===== src/design/glr_pkg.sv =====
// shared types and constants of the grid line rasterizer
`default_nettype none

package glr_pkg;

   localparam int KIND_W  = 2;
   localparam int CRD_W   = 7;
   localparam int MAG_W   = 7;
   localparam int DIFF_W  = 8;
   localparam int P_W     = 10;
   localparam int COUNT_W = 8;

   typedef enum logic [KIND_W-1:0] {
      KIND_DRAW  = 2'd0,
      KIND_READ  = 2'd1,
      KIND_CLEAR = 2'd2
   } kind_type;

   typedef enum logic [5:0] {
      ST_IDLE   = 6'b000001,
      ST_SWEEP  = 6'b000010,
      ST_SETUP  = 6'b000100,
      ST_DRAW   = 6'b001000,
      ST_READ   = 6'b010000,
      ST_FINISH = 6'b100000
   } state_type;

   typedef struct packed {
      logic capture;
      logic setup;
      logic step;
      logic sweep;
      logic load_rsp;
   } glr_cmd_type;

   typedef struct packed {
      logic step_last;
      logic sweep_last;
   } glr_sts_type;

endpackage

`default_nettype wire


===== src/design/glr_ctrl.sv =====
// sequencing state machine of the grid line rasterizer
`default_nettype none

module glr_ctrl import glr_pkg::*; (
   input  wire logic              clock,
   input  wire logic              reset,
   input  wire logic              req_valid,
   input  wire logic [KIND_W-1:0] req_kind,
   output logic                   req_ready,
   output logic                   rsp_valid,
   input  wire logic              rsp_ready,
   input  wire glr_sts_type       sts,
   output glr_cmd_type            cmd
);

   state_type state_ff, state_in;
   logic      reply_ff, reply_in;
   logic      rsp_valid_ff, rsp_valid_in;

   always_comb begin
      state_in  = state_ff;
      reply_in  = reply_ff;
      cmd       = '0;
      req_ready = 1'b0;
      unique case (state_ff)
         ST_IDLE: begin
            req_ready = 1'b1;
            if (req_valid) begin
               cmd.capture = 1'b1;
               priority if (req_kind == KIND_DRAW) begin
                  state_in = ST_SETUP;
               end else if (req_kind == KIND_READ) begin
                  state_in = ST_READ;
               end else if (req_kind == KIND_CLEAR) begin
                  state_in = ST_SWEEP;
                  reply_in = 1'b1;
               end else begin
                  state_in = ST_FINISH;
               end
            end
         end
         ST_SWEEP: begin
            cmd.sweep = 1'b1;
            if (sts.sweep_last) begin
               state_in = reply_ff ? ST_FINISH : ST_IDLE;
               reply_in = 1'b0;
            end
         end
         ST_SETUP: begin
            cmd.setup = 1'b1;
            state_in  = ST_DRAW;
         end
         ST_DRAW: begin
            cmd.step = 1'b1;
            if (sts.step_last) begin
               state_in = ST_FINISH;
            end
         end
         ST_READ: begin
            state_in = ST_FINISH;
         end
         ST_FINISH: begin
            if (!rsp_valid_ff || rsp_ready) begin
               cmd.load_rsp = 1'b1;
               state_in     = ST_IDLE;
            end
         end
         default: begin
            state_in = ST_IDLE;
         end
      endcase
   end

   assign rsp_valid_in = cmd.load_rsp || (rsp_valid_ff && !rsp_ready);
   assign rsp_valid    = rsp_valid_ff;

   always_ff @(posedge clock) begin
      if (reset) begin
         state_ff     <= ST_SWEEP;
         reply_ff     <= 1'b0;
         rsp_valid_ff <= 1'b0;
      end else begin
         state_ff     <= state_in;
         reply_ff     <= reply_in;
         rsp_valid_ff <= rsp_valid_in;
      end
   end

endmodule

`default_nettype wire


===== config.mk =====
export PLATFORM = sky130hd
export DESIGN_NAME = glr_ctrl
export DESIGN_NICKNAME = d
export VERILOG_FILES = /design/src/design/glr_pkg.sv /design/src/design/glr_ctrl.sv
export SDC_FILE = /design/constraint.sdc
export NUM_CORES = 1
export LEC_CHECK = 0
export ABC_AREA = 1
export ABC_CLOCK_PERIOD_IN_PS = 1020
export BUFFER_PORTS_ARGS = -buffer_cell sky130_fd_sc_hd__clkbuf_2
export CELL_PAD_IN_SITES_DETAIL_PLACEMENT = 0
export CELL_PAD_IN_SITES_GLOBAL_PLACEMENT = 1
export CORE_MARGIN = 2
export CORE_UTILIZATION = 25
export CTS_BUF_LIST = sky130_fd_sc_hd__clkbuf_16
export CTS_CLUSTER_DIAMETER = 60
export DETAILED_ROUTE_END_ITERATION = 12
export PLACE_DENSITY_LB_ADDON = 0.1
export SLEW_MARGIN = 30
export SYNTH_ARGS = -nofsm -noshare
export SYNTH_HDL_FRONTEND = slang
export SYNTH_SLANG_ARGS = --single-unit
export TNS_END_PERCENT = 100

===== constraint.sdc =====
create_clock -name clock -period 1.02 [get_ports clock]
set_input_delay 0.204 -clock clock [delete_from_list [all_inputs] [get_ports clock]]
set_output_delay 0.204 -clock clock [all_outputs]
set_load 0.01 [all_outputs]

# Word-level counts from Yosys, hierarchy flattened
# Cells that the tools add are included.
totals:
  elab_cells: 50
  register_bits: 8
  out_inout_bits: 7
op_classes:
  muxes: 23
  n_eq_ne: 15
  reduce_logical: 9
op_table:
  columns: ["cell", "n"]
  rows:
  - ["6-bit two-way mux", 8]
  - ["6-bit case mux with 6 select lines", 1]
  - ["2-bit != test, second input constant", 7]
  - ["1-bit two-way mux", 13]
  - ["6-bit by 1-bit == test with 1-bit output, second input constant", 1]
  - ["6-bit by 2-bit == test with 1-bit output, second input constant", 1]
  - ["6-bit by 3-bit == test with 1-bit output, second input constant", 1]
  - ["6-bit by 4-bit == test with 1-bit output, second input constant", 1]
  - ["6-bit by 5-bit == test with 1-bit output, second input constant", 1]
  - ["6-bit == test, second input constant", 1]
  - ["6-bit AND reduction", 1]
  - ["4-bit AND reduction", 1]
  - ["2-bit by 1-bit == test with 1-bit output, second input constant", 1]
  - ["2-bit == test, second input constant", 1]
  - ["1-bit zero test", 2]
  - ["2-bit zero test", 1]
  - ["1-bit logical OR", 2]
  - ["1-bit case mux with 2 select lines", 1]
  - ["2-bit nonzero test", 1]
  - ["1-bit logical AND", 1]

# Logic depth before layout (Yosys ltp)
depth:
  ltp_word: 6
  mapped_depth: 10
  mapped_depth_nobuf: 10

# Least setup slack after synthesis
# No wires, ideal clock.
synth_path:
  path_type: "reg-to-reg"
  startpoint: "register state_ff[0]"
  endpoint: "register state_ff[0]"
  stages_incl_launch_ff: 9
  path_slack_ns: -0.144
  setup_time_ns: 0.111
  required_time_ns: 0.909
  arrival_time_ns: 1.052
  path_buffers: 0
  path_cell_list: "dfxtp_1 -> nor2_2 -> nand2_1 -> nor2_2 -> nor2_1 -> nand2_1 -> nand2_2 -> nor2_1 -> nor2_1"
synth_via:
  elab_chain_cells: 3
  elab_cells_between_ends: 12
  classes_between: "eq/ne (10); mux (1); reduce/logical (1)"
synth_lines:
  columns: ["element", "line", "rtl"]
  rows:
  - ["from (decl)", "glr_ctrl.sv:16", "state_type state_ff, state_in;"]
  - ["from (signal assigned)", "glr_ctrl.sv:83", "state_ff <= state_in;"]
  - ["6-bit == test, or another cell as far along", "glr_ctrl.sv:25", "unique case (state_ff)"]
  - ["2-bit != test (no source line)", null, null]
  - ["4-bit AND reduction (no source line)", null, null]
# Parallel ways exist; a longest one is shown, timed or not.
# A chain may end at the register's enable or synchronous reset.

==> summary.txt <==
Run status
  – Status: finished with violations
  – Violated checks: setup timing

Logic synthesis
  – Yosys cell types: 17
  – #FFs+latches synth: 8
  – FFs w/ async S/R, synth: 0%
  – EDFF count, synth: 0
  – Top-area cell type share of the netlist area: between 20% and 30%
  – Post-synthesis sequential area ratio: 27.95%
  – Count leader, synth: inv_1
  – Synth area leader: dfxtp_1
  – Syn Area/Cell: around 6.5 um^2
  – Yosys warns: 0
  – Dominant synthesized flop cell: dfxtp_1
  – Net Count, Synth: 96
  – Post-Syn Area: 573.1 um^2
  – Area contributors post-synth: dfxtp_1, inv_1, nand2_1
  – Instance count of the mapped netlist: between 80 and 90
  – Post-synth top cells: inv_1, nand2_1, nor2_1

Finish
  – Register area: 167.7 um^2
  – Final core occ: between 40% and 50%
  – Nets: about 130
  – Layout cells sized above 1: 53.78%
  – Finished Layout Cells: ~150
  – Area delta synth->final: 63.97%
  – # fillers: between 200 and 250
  – Area of the multi-input gates: 390.4 um^2
  – # diodes: 0

Timing
  – Setup_tns: -3.594 ns
  – Relative slew margins: roughly 84%
  – Clock skew: roughly 0.00018 ns
  – Unrepaired setup endpoints after global routing: true
  – Period minus WS final: about 1.4 ns
  – Final setup vio count: 13
  – Max-slew violations: 0
  – Max Fclk: roughly 740 MHz
  – Final hold viol count: 0
  – Final worst setup slack: -0.3352 ns
  – Final worst-path cycle share: 132.9%
  – Worst-Margin Slew: approximately 0.24 ns

Drt
  – WL/cell: roughly 10 um
  – Vias per std cell: between 4 and 5
  – DRT Pass-1 Iters: 2
  – Final wirelength: ~1500 um
  – Drt initial violations: 12
  – Via count: between 600 and 700
  – DRC Markers: 0
  – Post-route ant nets: 0

Hold path
  – Worst Hold Class: in -> reg
  – Hold Path Depth: 2
  – Worst Hold End: state_ff[3]$_SDFFE_PP0P_
  – Min-delay src: reset

Critical path
  – CP arrival: between 1 and 1.5 ns
  – CP top delay family: simple AND/OR/NAND/NOR gates
  – CP Class: reg -> out
  – Endpoint required time on the critical path: about 0.82 ns
  – Worst path max stage delay: about 0.33 ns
  – Slowest cell on the critical path: dfxtp_2
  – Worst R2R Setup Slack: -0.28 ns
  – Capturing point of the worst reg2reg path: state_ff[0]$_SDFFE_PP0P_
  – Peak fanout along the critical path: 6
  – Reg-to-Reg Start: state_ff[2]$_SDFFE_PP0P_
  – Critical-path cell list: nor2_4, nand3_4, nor2_2, buf_2
  – CP Capture Type: primary output
  – Worst Path Buf+Inv: 1
  – Reg2reg path depth: 7
  – Critical Path Start Type: register

Floorplan
  – Initial Utilization: about a quarter
  – Die X: about 52 um
  – I/O pin count: 15
  – Core Box Area: 2191 um^2
  – Full die area: around 2700 um^2
  – FP Rows: 17
  – Die Y: 51.88 um

CTS
  – Hold Buf Count CTS: 0
  – Max Root-Sink Buffers: 2
  – CTS tree: built
  – CTS buffer count: 3
  – CTS Sinks: 8
  – Clk_lat worst skew: approximately 0.23 ns
  – H-tree Lvls: 1
  – Reg clk slew, reported paths: roughly 0.040 ns
  – Root buffer cell: clkbuf_16

Placed design
  – IO Port Bufs: 14
  – Placer Congestion: around 0.7
  – Placed Instances: 138
  – Dpl hpwl: 1209 um

Global route
  – Largest net degree at the start of global routing: 7
  – First-pass GRT wire length: around 2500 um
  – Global Route Usage Sum: between 10% and 20%
  – Antenna violations before repair: 0
  – Vias in the first global route: 633
  – Total gr overflow: 0

Pwr
  – Maximum VDD drop: around 0.98 mV
  – Leak: 0.0004750 uW
  – Pwr per Cell Area: about 2500 nW/um^2

Job
  – Max cap viols: 0
## cell type report
type                            instances  share of cell area [%]
Timing Repair Buffer                   28                   20.77
Inverter                               20                   8.123
Tap cell                               28                   3.728
Sequential cell                         8                   17.84
Clock buffer                            3                   7.989
Multi-Input combinational cell         60                   41.54
## stage by stage
step / power [uW] / instance area, um^2 / setup WS, ns / hold WS, ns
global placement: 1511 / 757.0 / -0.2395 / 0.4553
global route: 2546 / 939.7 / -0.4134 / 0.2280
finish: 2351 / 939.7 / -0.3352 / 0.2134
CTS: 2305 / 904.6 / -0.3474 / 0.2139
floorplan: 1221 / 591.8 / -0.1142 / 0.2664
detailed placement: 1500 / 757.0 / -0.2199 / 0.4605
## power by group
group | total (uW) | switching (uW) | internal (uW) | leakage, uW
combinational | 1210 | 659 | 547 | 0.000371
clock | 662 | 156 | 506 | 0.0000370
sequential | 483 | 92.1 | 391 | 0.0000674
total | 2350 | 907 | 1440 | 0.000475
## worst max path at each step
stage	from	endpoint	slack [ns]	cells after the start
after global placement	state_ff[4]$_SDFFE_PP0P_	state_ff[4]$_SDFFE_PP0P_	-0.24	6
after global routing	state_ff[4]$_SDFFE_PP0P_	cmd[4]	-0.41	4
after CTS	state_ff[5]$_SDFFE_PP0P_	cmd[4]	-0.35	4
after floorplan	state_ff[4]$_SDFFE_PP0P_	reply_ff$_SDFFE_PP0P_	-0.11	8
after detailed placement	state_ff[4]$_SDFFE_PP0P_	reply_ff$_SDFFE_PP0P_	-0.22	8
final	state_ff[4]$_SDFFE_PP0P_	cmd[4]	-0.34	4
## flip-flops by register name, indices dropped and copies added, names as in the netlist
signal,count
rsp_valid,1
state_ff,6
reply_ff,1
## layer usage
layer  vias up  global-route usage [%]  wire (um)
met1       285                   15.11        682
li1        333                       -          -
met3         4                   2.874         56
met5         -                       0          0
met2        13                   22.78        749
met4         0                   6.579         27
## placed cells by master (no fill, tap or decap), types with 2 or more instances in the layout
master	synthesis	layout
dfxtp_1	8	2
nand2_1	15	13
a21oi_2	1	2
dfxtp_2	0	6
buf_4	0	12
nor2_1	13	10
nand3_1	5	4
inv_1	18	18
nand4_1	6	6
nand2_2	5	7
clkbuf_16	0	3
buf_6	0	4
nor2_4	4	9
clkbuf_2	0	11
nor2_2	5	3
## logic make-up (layout without fill, tap and decap cells)
logic type	after synthesis	in the layout	share of synthesized area, %
AND/OR/NAND/NOR	55	55	51.75
buffers and inverters	20	51	13.32
flip-flops	8	8	27.95
AO/OA/AOI/OAI	5	5	6.987
## what timing repair did
item,4_1_cts,5_1_grt
buffers inserted,6,0
resized for setup,7,12
pin swaps,8,5
setup endpoints to repair,13,13
(Power assumes the default switching activity.)
